<file path="config.mk">
export PLATFORM = sky130hd
export DESIGN_NAME = rgbc_color_classifier
export DESIGN_NICKNAME = d
export VERILOG_FILES = /design/src/hw/rtl/rgbc_pkg.sv /design/src/hw/rtl/rgbc_lane.sv /design/src/hw/rtl/rgbc_merge.sv /design/src/hw/rtl/rgbc_color_classifier.sv
export SDC_FILE = /design/constraint.sdc
export NUM_CORES = 2
export LEC_CHECK = 0
export ABC_AREA = 1
export BUFFER_PORTS_ARGS = -buffer_cell sky130_fd_sc_hd__buf_2
export CAP_MARGIN = 5
export CELL_PAD_IN_SITES_DETAIL_PLACEMENT = 2
export CELL_PAD_IN_SITES_GLOBAL_PLACEMENT = 2
export CORE_MARGIN = 2
export CORE_UTILIZATION = 40
export CTS_CLUSTER_DIAMETER = 200
export DETAILED_ROUTE_END_ITERATION = 10
export MAX_ROUTING_LAYER = met4
export PLACE_DENSITY = 0.92
export SYNTH_ARGS = -nofsm -noshare
export SYNTH_HDL_FRONTEND = slang
export SYNTH_HIERARCHICAL = 1
export SYNTH_SLANG_ARGS = --single-unit
</file>
<file path="constraint.sdc">
create_clock -name clk_i -period 4.24 [get_ports clk_i]
set_input_delay 0.212 -clock clk_i [delete_from_list [all_inputs] [get_ports clk_i]]
set_output_delay 0.212 -clock clk_i [all_outputs]
set_load 0.02 [all_outputs]
</file>
<file path="src/hw/rtl/rgbc_pkg.sv">
// rgbc_pkg: shared types and constants of the rgbc color classifier
`default_nettype none

package rgbc_pkg;

  // register file layout
  localparam int CfgBits  = 16;
  localparam int AddrBits = 5;
  localparam int DataBits = 32;

  // register indexes, taken from paddr word offset
  typedef enum logic [2:0] {
    IdxBlack = 3'd0,
    IdxClear = 3'd1,
    IdxRed   = 3'd2,
    IdxGreen = 3'd3,
    IdxBlue  = 3'd4
  } reg_idx_e;

  // register reset values
  localparam logic [CfgBits-1:0] BlackRst = 16'd0;
  localparam logic [CfgBits-1:0] ClearRst = 16'd993;
  localparam logic [CfgBits-1:0] RedRst   = 16'd484;
  localparam logic [CfgBits-1:0] GreenRst = 16'd268;
  localparam logic [CfgBits-1:0] BlueRst  = 16'd183;

  // lane pipeline depth: numerator stage plus one stage per quotient bit
  localparam int PctBits = 8;
  localparam int LaneLat = PctBits + 1;
  localparam logic [6:0] PctScale = 7'd100;

  // threshold tree constants, in percent
  localparam logic [PctBits-1:0] RedTop    = 8'd65;
  localparam logic [PctBits-1:0] GreenLow  = 8'd11;
  localparam logic [PctBits-1:0] RedWarm   = 8'd52;
  localparam logic [PctBits-1:0] GreenYel  = 8'd29;
  localparam logic [PctBits-1:0] BlueYel   = 8'd21;
  localparam logic [PctBits-1:0] RedMid    = 8'd35;
  localparam logic [PctBits-1:0] RedWhite  = 8'd45;
  localparam logic [PctBits-1:0] RedLow    = 8'd15;
  localparam logic [PctBits-1:0] BlueCool  = 8'd30;

  // color codes
  typedef enum logic [3:0] {
    ColNone      = 4'd0,
    ColRed       = 4'd1,
    ColGreen     = 4'd2,
    ColBlue      = 4'd3,
    ColYellow    = 4'd4,
    ColPink      = 4'd5,
    ColOrange    = 4'd6,
    ColLightBlue = 4'd7,
    ColWhite     = 4'd8,
    ColBlack     = 4'd9
  } color_e;

  // what the lanes hand to the merge stage
  typedef struct packed {
    logic               vld;
    logic               blk;
    logic [PctBits-1:0] pct_r;
    logic [PctBits-1:0] pct_g;
    logic [PctBits-1:0] pct_b;
  } merge_in_t;

endpackage

`default_nettype wire

</file>
<file path="src/hw/rtl/rgbc_lane.sv">
// rgbc_lane: pipelined percentage of one channel against clear, clamped to 0..255
`default_nettype none

module rgbc_lane #(
  parameter int SAMPLE_BITS = 16
) (
  input  wire logic                          clk_i,
  input  wire logic signed [SAMPLE_BITS+1:0] chan_i,
  input  wire logic signed [SAMPLE_BITS+1:0] clear_i,
  output logic [rgbc_pkg::PctBits-1:0]       pct_o
);
  import rgbc_pkg::*;

  localparam int CW = SAMPLE_BITS + 2;
  localparam int RW = SAMPLE_BITS + PctBits;

  logic [RW-1:0]          rem_q [0:PctBits-1];
  logic [SAMPLE_BITS-1:0] den_q [0:PctBits-1];
  logic [PctBits-1:0]     quo_q [0:PctBits];
  logic                   zr_q  [0:PctBits];
  logic                   sat_q [0:PctBits];

  logic          zr_d;
  logic [RW-1:0] num_d;

  // numerator stage: 100 * channel, zero when clear or channel is not usable
  assign zr_d  = clear_i[CW-1] || (clear_i == '0) || chan_i[CW-1];
  assign num_d = RW'(chan_i[SAMPLE_BITS-1:0]) * RW'(PctScale);

  always_ff @(posedge clk_i) begin
    rem_q[0] <= num_d;
    den_q[0] <= clear_i[SAMPLE_BITS-1:0];
    quo_q[0] <= '0;
    zr_q[0]  <= zr_d;
    sat_q[0] <= 1'b0;
  end

  // restoring divider, one quotient bit per stage, msb first
  for (genvar k = 0; k < PctBits; k++) begin : g_div
    logic [RW-1:0] shf;
    logic [RW-1:0] dif;
    logic          take;
    logic          sat_d;

    assign shf  = RW'(den_q[k]) << (PctBits - 1 - k);
    assign take = rem_q[k] >= shf;
    assign dif  = rem_q[k] - shf;

    // quotient of 256 or more saturates, decided on the first bit
    if (k == 0) begin : g_sat
      assign sat_d = rem_q[k] >= (RW'(den_q[k]) << PctBits);
    end else begin : g_pass
      assign sat_d = sat_q[k];
    end

    always_ff @(posedge clk_i) begin
      quo_q[k+1] <= {quo_q[k][PctBits-2:0], take};
      zr_q[k+1]  <= zr_q[k];
      sat_q[k+1] <= sat_d;
    end

    if (k < PctBits - 1) begin : g_rem
      always_ff @(posedge clk_i) begin
        rem_q[k+1] <= take ? dif : rem_q[k];
        den_q[k+1] <= den_q[k];
      end
    end
  end

  // clamp to the percentage range
  always_comb begin
    if (zr_q[PctBits]) begin
      pct_o = '0;
    end else if (sat_q[PctBits]) begin
      pct_o = '1;
    end else begin
      pct_o = quo_q[PctBits];
    end
  end

endmodule

`default_nettype wire

</file>
<file path="src/hw/rtl/rgbc_merge.sv">
// rgbc_merge: threshold tree over the lane percentages, registered result word
`default_nettype none

module rgbc_merge (
  input  wire logic                 clk_i,
  input  wire logic                 rst_ni,
  input  wire rgbc_pkg::merge_in_t  lanes_i,
  output logic                      done_o,
  output rgbc_pkg::color_e          code_o
);
  import rgbc_pkg::*;

  color_e code_d;
  color_e code_q;
  logic   done_q;

  // decision tree, black card first
  always_comb begin
    if (lanes_i.blk) begin
      code_d = ColBlack;
    end else if (lanes_i.pct_r >= RedTop) begin
      code_d = (lanes_i.pct_g < GreenLow) ? ColRed : ColOrange;
    end else if (lanes_i.pct_r >= RedWarm) begin
      code_d = (lanes_i.pct_g >= GreenYel && lanes_i.pct_b < BlueYel) ? ColYellow : ColPink;
    end else if (lanes_i.pct_r >= RedMid) begin
      code_d = (lanes_i.pct_r >= RedWhite) ? ColWhite : ColLightBlue;
    end else if (lanes_i.pct_r >= RedLow) begin
      code_d = (lanes_i.pct_b >= BlueCool) ? ColBlue : ColGreen;
    end else begin
      code_d = ColNone;
    end
  end

  // result strobe
  always_ff @(posedge clk_i or negedge rst_ni) begin
    if (!rst_ni) begin
      done_q <= 1'b0;
    end else begin
      done_q <= lanes_i.vld;
    end
  end

  // result payload
  always_ff @(posedge clk_i) begin
    if (lanes_i.vld) begin
      code_q <= code_d;
    end
  end

  assign done_o = done_q;
  assign code_o = code_q;

endmodule

`default_nettype wire

</file>
<file path="src/hw/rtl/rgbc_color_classifier.sv">
// rgbc_color_classifier: top level with register file, correction stage, lanes and merge
// a result strobes on done_o once the word has passed the correction register, the lane stages and the merge register
// throughput: one word per cycle, the three divider lanes are fully pipelined
// busy_o stays low; the receiver takes every result in its strobe cycle
// rst_ni (async, active low) clears the pipeline valids and loads register defaults
`default_nettype none

module rgbc_color_classifier #(
  parameter int SAMPLE_BITS = 16
) (
  input  wire logic                            clk_i,
  input  wire logic                            rst_ni,
  // command channel
  input  wire logic                            start_i,
  output logic                                 busy_o,
  input  wire logic [SAMPLE_BITS-1:0]          lit_clear_i,
  input  wire logic [SAMPLE_BITS-1:0]          lit_red_i,
  input  wire logic [SAMPLE_BITS-1:0]          lit_green_i,
  input  wire logic [SAMPLE_BITS-1:0]          lit_blue_i,
  input  wire logic [SAMPLE_BITS-1:0]          dark_clear_i,
  input  wire logic [SAMPLE_BITS-1:0]          dark_red_i,
  input  wire logic [SAMPLE_BITS-1:0]          dark_green_i,
  input  wire logic [SAMPLE_BITS-1:0]          dark_blue_i,
  // result channel
  output logic                                 done_o,
  output logic [3:0]                           color_code_o,
  // register port
  input  wire logic                            psel,
  input  wire logic                            penable,
  input  wire logic                            pwrite,
  input  wire logic [rgbc_pkg::AddrBits-1:0]   paddr,
  input  wire logic [rgbc_pkg::DataBits-1:0]   pwdata,
  output logic [rgbc_pkg::DataBits-1:0]        prdata,
  output logic                                 pready
);
  import rgbc_pkg::*;

  localparam int CW = SAMPLE_BITS + 2;
  localparam logic [SAMPLE_BITS-1:0] CfgMask =
    SAMPLE_BITS'((64'd1 << CfgBits) - 64'd1);

  logic [SAMPLE_BITS-1:0] black_q, clear_off_q, red_off_q, green_off_q, blue_off_q;
  logic [SAMPLE_BITS-1:0] wdata;
  logic                   wr_en;
  reg_idx_e               idx;

  logic                   accept;
  logic signed [CW-1:0]   clr_d, clr_q;
  logic signed [CW-1:0]   chan_d [0:2];
  logic signed [CW-1:0]   chan_q [0:2];
  logic [PctBits-1:0]     pct [0:2];
  logic                   vld_q [0:LaneLat];
  logic                   blk_q [0:LaneLat];
  merge_in_t              merge_in;
  color_e                 code;

  // register port decode
  assign pready = 1'b1;
  assign wr_en  = psel && penable && pwrite && pready;
  assign idx    = reg_idx_e'(paddr[AddrBits-1:2]);
  assign wdata  = pwdata[SAMPLE_BITS-1:0] & CfgMask;

  always_ff @(posedge clk_i or negedge rst_ni) begin
    if (!rst_ni) begin
      black_q     <= SAMPLE_BITS'(BlackRst);
      clear_off_q <= SAMPLE_BITS'(ClearRst);
      red_off_q   <= SAMPLE_BITS'(RedRst);
      green_off_q <= SAMPLE_BITS'(GreenRst);
      blue_off_q  <= SAMPLE_BITS'(BlueRst);
    end else if (wr_en) begin
      case (idx)
        IdxBlack: black_q     <= wdata;
        IdxClear: clear_off_q <= wdata;
        IdxRed:   red_off_q   <= wdata;
        IdxGreen: green_off_q <= wdata;
        IdxBlue:  blue_off_q  <= wdata;
        default: ;
      endcase
    end
  end

  // register readback
  always_comb begin
    case (idx)
      IdxBlack: prdata = DataBits'(black_q);
      IdxClear: prdata = DataBits'(clear_off_q);
      IdxRed:   prdata = DataBits'(red_off_q);
      IdxGreen: prdata = DataBits'(green_off_q);
      IdxBlue:  prdata = DataBits'(blue_off_q);
      default:  prdata = '0;
    endcase
  end

  // command handshake, the pipeline takes a word every cycle
  assign busy_o = 1'b0;
  assign accept = start_i && !busy_o;

  // dark and crosstalk correction, signed
  assign clr_d = $signed({2'b00, lit_clear_i}) - $signed({2'b00, dark_clear_i})
               - $signed({2'b00, clear_off_q});
  assign chan_d[0] = $signed({2'b00, lit_red_i}) - $signed({2'b00, dark_red_i})
                   - $signed({2'b00, red_off_q});
  assign chan_d[1] = $signed({2'b00, lit_green_i}) - $signed({2'b00, dark_green_i})
                   - $signed({2'b00, green_off_q});
  assign chan_d[2] = $signed({2'b00, lit_blue_i}) - $signed({2'b00, dark_blue_i})
                   - $signed({2'b00, blue_off_q});

  always_ff @(posedge clk_i) begin
    if (accept) begin
      clr_q     <= clr_d;
      chan_q[0] <= chan_d[0];
      chan_q[1] <= chan_d[1];
      chan_q[2] <= chan_d[2];
    end
  end

  // valid chain alongside the lanes
  always_ff @(posedge clk_i or negedge rst_ni) begin
    if (!rst_ni) begin
      for (int i = 0; i <= LaneLat; i++) begin
        vld_q[i] <= 1'b0;
      end
    end else begin
      vld_q[0] <= accept;
      for (int i = 1; i <= LaneLat; i++) begin
        vld_q[i] <= vld_q[i-1];
      end
    end
  end

  // black flag travels with the word
  always_ff @(posedge clk_i) begin
    if (accept) begin
      blk_q[0] <= (lit_clear_i <= black_q);
    end
    for (int i = 1; i <= LaneLat; i++) begin
      blk_q[i] <= blk_q[i-1];
    end
  end

  // red, green and blue lanes
  for (genvar l = 0; l < 3; l++) begin : g_lane
    rgbc_lane #(
      .SAMPLE_BITS(SAMPLE_BITS)
    ) u_lane (
      .clk_i  (clk_i),
      .chan_i (chan_q[l]),
      .clear_i(clr_q),
      .pct_o  (pct[l])
    );
  end

  // merge stage
  assign merge_in.vld   = vld_q[LaneLat];
  assign merge_in.blk   = blk_q[LaneLat];
  assign merge_in.pct_r = pct[0];
  assign merge_in.pct_g = pct[1];
  assign merge_in.pct_b = pct[2];

  rgbc_merge u_merge (
    .clk_i  (clk_i),
    .rst_ni (rst_ni),
    .lanes_i(merge_in),
    .done_o (done_o),
    .code_o (code)
  );

  assign color_code_o = code;

`ifndef SYNTHESIS
  // every accepted word strobes a result after the full pipeline depth
  assert property (@(posedge clk_i) disable iff (!rst_ni)
    accept |-> ##(LaneLat + 2) done_o)
    else $error("accepted word gave no result strobe");

  // no strobe without a word leaving the lanes
  assert property (@(posedge clk_i) disable iff (!rst_ni)
    done_o |-> $past(vld_q[LaneLat]))
    else $error("result strobe without a word");

  // a black card always classifies as black
  assert property (@(posedge clk_i) disable iff (!rst_ni)
    vld_q[LaneLat] && blk_q[LaneLat] |=> color_code_o == ColBlack)
    else $error("black card not reported as black");
`endif

endmodule

`default_nettype wire

</file>
==> results.md <==
### Timing
• 0 — number of endpoints with negative hold slack in the final report
• 0 — endpoints failing setup
• 1.15 ns — worst slew pin tran
• 0.0461 ns — Clock Skew
• 0 ns — total negative slack
• 0 — number of max-slew violations in the final report
• no — setup repair after global routing missed its margin
• 92.2% — period utilisation layout
• 0.256 GHz — maximum frequency from static timing analysis
• 3.91 ns — final period demand of the worst path
• 23.1% — worst slew margin relative to its limit

### Placement
• 173 — number of buffer cells added on primary ports
• 0.901 — final estimated routing congestion in global placement
• 79,200 µm² — cell area after placement
• 239,000 µm — detailed-placement wirelength estimate
• 13,700 — count of placed standard cells including taps

### Critical path
• flop — type of destination of the critical path
• input pin — critical path startpoint category
• dark_clear_i[0] — critical path launch point
• sky130_fd_sc_hd__nand2_1 — cell repeated most along the worst path
• 0.53 ns — Worst path max stage delay
• 2 — buffer and inverter count on the worst path
• simple AND/OR/NAND/NOR gates — delay-heaviest family, CP
• 4.49 ns — arrival time at the worst endpoint
• 5 — maximum fanout along the worst path
• sky130_fd_sc_hd__dlygate4sd3_1 — Crit-path slowest cell
• dlygate4sd3_1, buf_2, ha_1, fa_1, nand3b_1, nand2_1, nand2_1, nand2_1, nand3_1, nand3_1, nand2_1, ha_1, nand2_1, nor2_1, nand2_1, nand2_1, a21oi_1, nand2_1, nand2_1 — Critical Path, Cell by Cell
• in2reg — Critical Setup Path Class
• chan_q[0][40] — R2R Path Start
• 4.82 ns — CP Data Required Time

### Pwr
• 15.4% — Clock power frac
• 23.4% — proportion of power drawn by flip-flops and latches
• 55.4% — share of total power consumed by net switching
• 0.000431 V — maximum ir drop on the vdd rail
• 40.6 mW — internal power
• 1070 nW/µm² — P per Cell Area
• 50.3 mW — switching power total
• 47.1 nW — static leakage
• 61.2% — Logic pwr share
• 90.9 mW — PnR Total Power

### Clocking
• 0.07 ns — Reg clk slew, reported paths
• 147 — TritonCTS Buffers
• done — TritonCTS clock tree
• 22 — Hold-fix buffers, CTS
• 3 — deepest clock path buffer count
• 0.89 ns — clock latency on the worst-skew pair
• 0 — cells resized by post-CTS repair
• 4 — number of H-tree levels
• 1,245 — CTS Sinks
• 0 — post-CTS repair timing setup buffer count
• sky130_fd_sc_hd__clkbuf_16 — Root Buffer

### Synthesis
• 76,000 µm² — synthesized cell area
• 11,100 — Synth Instances
• 6 — Synth warnings
• 6.82 µm² — average cell area after synthesis

### Floorplanning
• 190,000 µm² — Core Box Area
• 440 µm — vertical extent of the die
• 210 — IO Pins
• 40.1% — Starting Density
• 194,000 µm² — total die area
• 440 µm — Die Span X
• 160 — number of standard-cell rows in the floorplan

### Final layout
• 14,100 — non-filler cells, final
• 11.3% — layout overhead on the synthesized area
• 84,600 µm² — Non-Filler Cell Area, Final
• 12,400 — final net count
• 5.92% — ratio of cells with drive above 1 in the final layout

### Global routing
• 66 — maximum number of pins on one net before global-route repair
• 20 — number of antenna violations at the first check in global routing
• 596,000 µm — wire length of the first global-routing pass
• 0 — global route overflow
• 93,600 — via count of the first global-routing pass
• 41.5% — combined global-route utilization of all metal layers

### Routing
• 5 — first-pass iteration count of the detailed router
• 80,000 — overall via count from detail_route
• 28.5 µm — mean routed wirelength per cell
• 0 — ANT nets after route
• 401,000 µm — total wire length
• 5.68 — number of vias per cell
• 0 — drc violations
• 4,722 — number of DRC markers after the initial detailed-route iteration

### Run
• 0 — Max-Cap Viols

### Status
• finished, final reports clean — result of the run

### Hold path
• lit_blue_i[14] — Hold Crit Start
• in2reg — worst hold path class

==> final cells by class <==
| cell class | instances | area (µm²) |
|---|---|---|
| antenna | 34 | 85.1 |
| clock buffer | 197 | 4090 |
| clock inverter | 76 | 1000 |
| fill | 22600 | 105000 |
| inverter | 2174 | 8170 |
| multi-input combinational | 7637 | 40900 |
| sequential | 1245 | 26100 |
| tap | 2511 | 3140 |
| timing repair buffer | 199 | 1120 |
==> final timing paths <==
kind	to	slack [ns]	cells past startpoint
setup / recovery	clr_q[16]	0.33	19
hold / removal	chan_q[0][53]	0.09	6
setup reg to reg	g_lane[2].u_lane/rem_q[0][20]	0.49	14
hold reg to reg	g_lane[0].u_lane/quo_q[3][12]	0.33	0
max in group asynchronous	blue_off_q[0]	2.99	3
min in group asynchronous	red_off_q[12]	0.14	2
==> sequential cells by signal, summed over array words and instances, names as in the netlist <==
signal               cells
u_merge/done_o           1
vld_q                    9
g_lane.u_lane/rem_q    528
merge_in                 1
g_lane.u_lane/den_q    384
g_lane.u_lane/sat_q     24
g_lane.u_lane/quo_q    108
green_off_q             16
clear_off_q             16
red_off_q               16
blue_off_q              16
blk_q                   10
u_merge/code_o           4
chan_q                  51
g_lane.u_lane/zr_q      27
black_q                 16
clr_q                   18
==> metal layers <==
layer / up-vias / wire [µm] / GRT usage, %
li1: 34700 / - / -
met1: 39500 / 140000 / 39.5
met2: 3447 / 200000 / 72.7
met3: 2233 / 21000 / 8.11
met4: 0 / 40100 / 34.4
met5: - / 0 / -
==> power groups by stage <==
stage          clock network, mW  registers, mW  logic (mW)
2_1_floorplan                  0           18.6        33.8
3_3_place_gp                   0           20.2        43.0
3_5_place_dp                   0           20.7        47.7
4_1_cts                     14.0           20.9        52.9
5_1_grt                     14.5           21.4        59.8
6_report                    14.0           21.2        55.6
==> placed cells by master, fill, tap and decap left out, types with 20 or more instances in the layout <==
master	instances
sky130_fd_sc_hd__nand2_1	3978
sky130_fd_sc_hd__inv_1	2136
sky130_fd_sc_hd__dfxtp_1	1080
sky130_fd_sc_hd__nor2_1	742
sky130_fd_sc_hd__ha_1	729
sky130_fd_sc_hd__nand3_1	605
sky130_fd_sc_hd__a21oi_1	444
sky130_fd_sc_hd__xor2_1	225
sky130_fd_sc_hd__buf_2	171
sky130_fd_sc_hd__o21ai_0	154
sky130_fd_sc_hd__clkbuf_16	149
sky130_fd_sc_hd__nand4_1	95
sky130_fd_sc_hd__nor3_1	84
sky130_fd_sc_hd__nand2_2	76
sky130_fd_sc_hd__edfxtp_1	74
sky130_fd_sc_hd__dfrtp_1	71
sky130_fd_sc_hd__fa_1	62
sky130_fd_sc_hd__o21ai_1	58
sky130_fd_sc_hd__nand3b_1	55
sky130_fd_sc_hd__xnor2_1	46
sky130_fd_sc_hd__diode_2	34
sky130_fd_sc_hd__a21oi_2	34
sky130_fd_sc_hd__o21bai_1	33
sky130_fd_sc_hd__inv_2	33
sky130_fd_sc_hd__clkbuf_1	30
sky130_fd_sc_hd__o21ai_2	24
sky130_fd_sc_hd__and2_1	24
sky130_fd_sc_hd__dlygate4sd3_1	22
sky130_fd_sc_hd__dfstp_2	20
sky130_fd_sc_hd__nor4_1	20
==> metrics by stage <==
| stage | utilization, % | setup slack [ns] | hold WS [ns] |
|---|---|---|---|
| after floorplan | - | 1.49 | -0.0836 |
| after global placement | 41.8 | 1.05 | 0.311 |
| after detailed placement | 41.8 | 0.735 | 0.314 |
| after CTS | 44.6 | 0.781 | 0.00438 |
| after global routing | 44.6 | 0.306 | 0.113 |
| final | 44.6 | 0.329 | 0.0923 |
==> worst register-to-register path, delay by kind of cell (launching register included) <==
family | cells | cell delay [ns]
compound gates | 2 | 0.54
flops | 1 | 0.49
buf+inv | 2 | 0.12
fa+ha+maj | 4 | 1.57
simple gates | 6 | 0.88
Note: power is estimated with default switching activity, not from simulation.
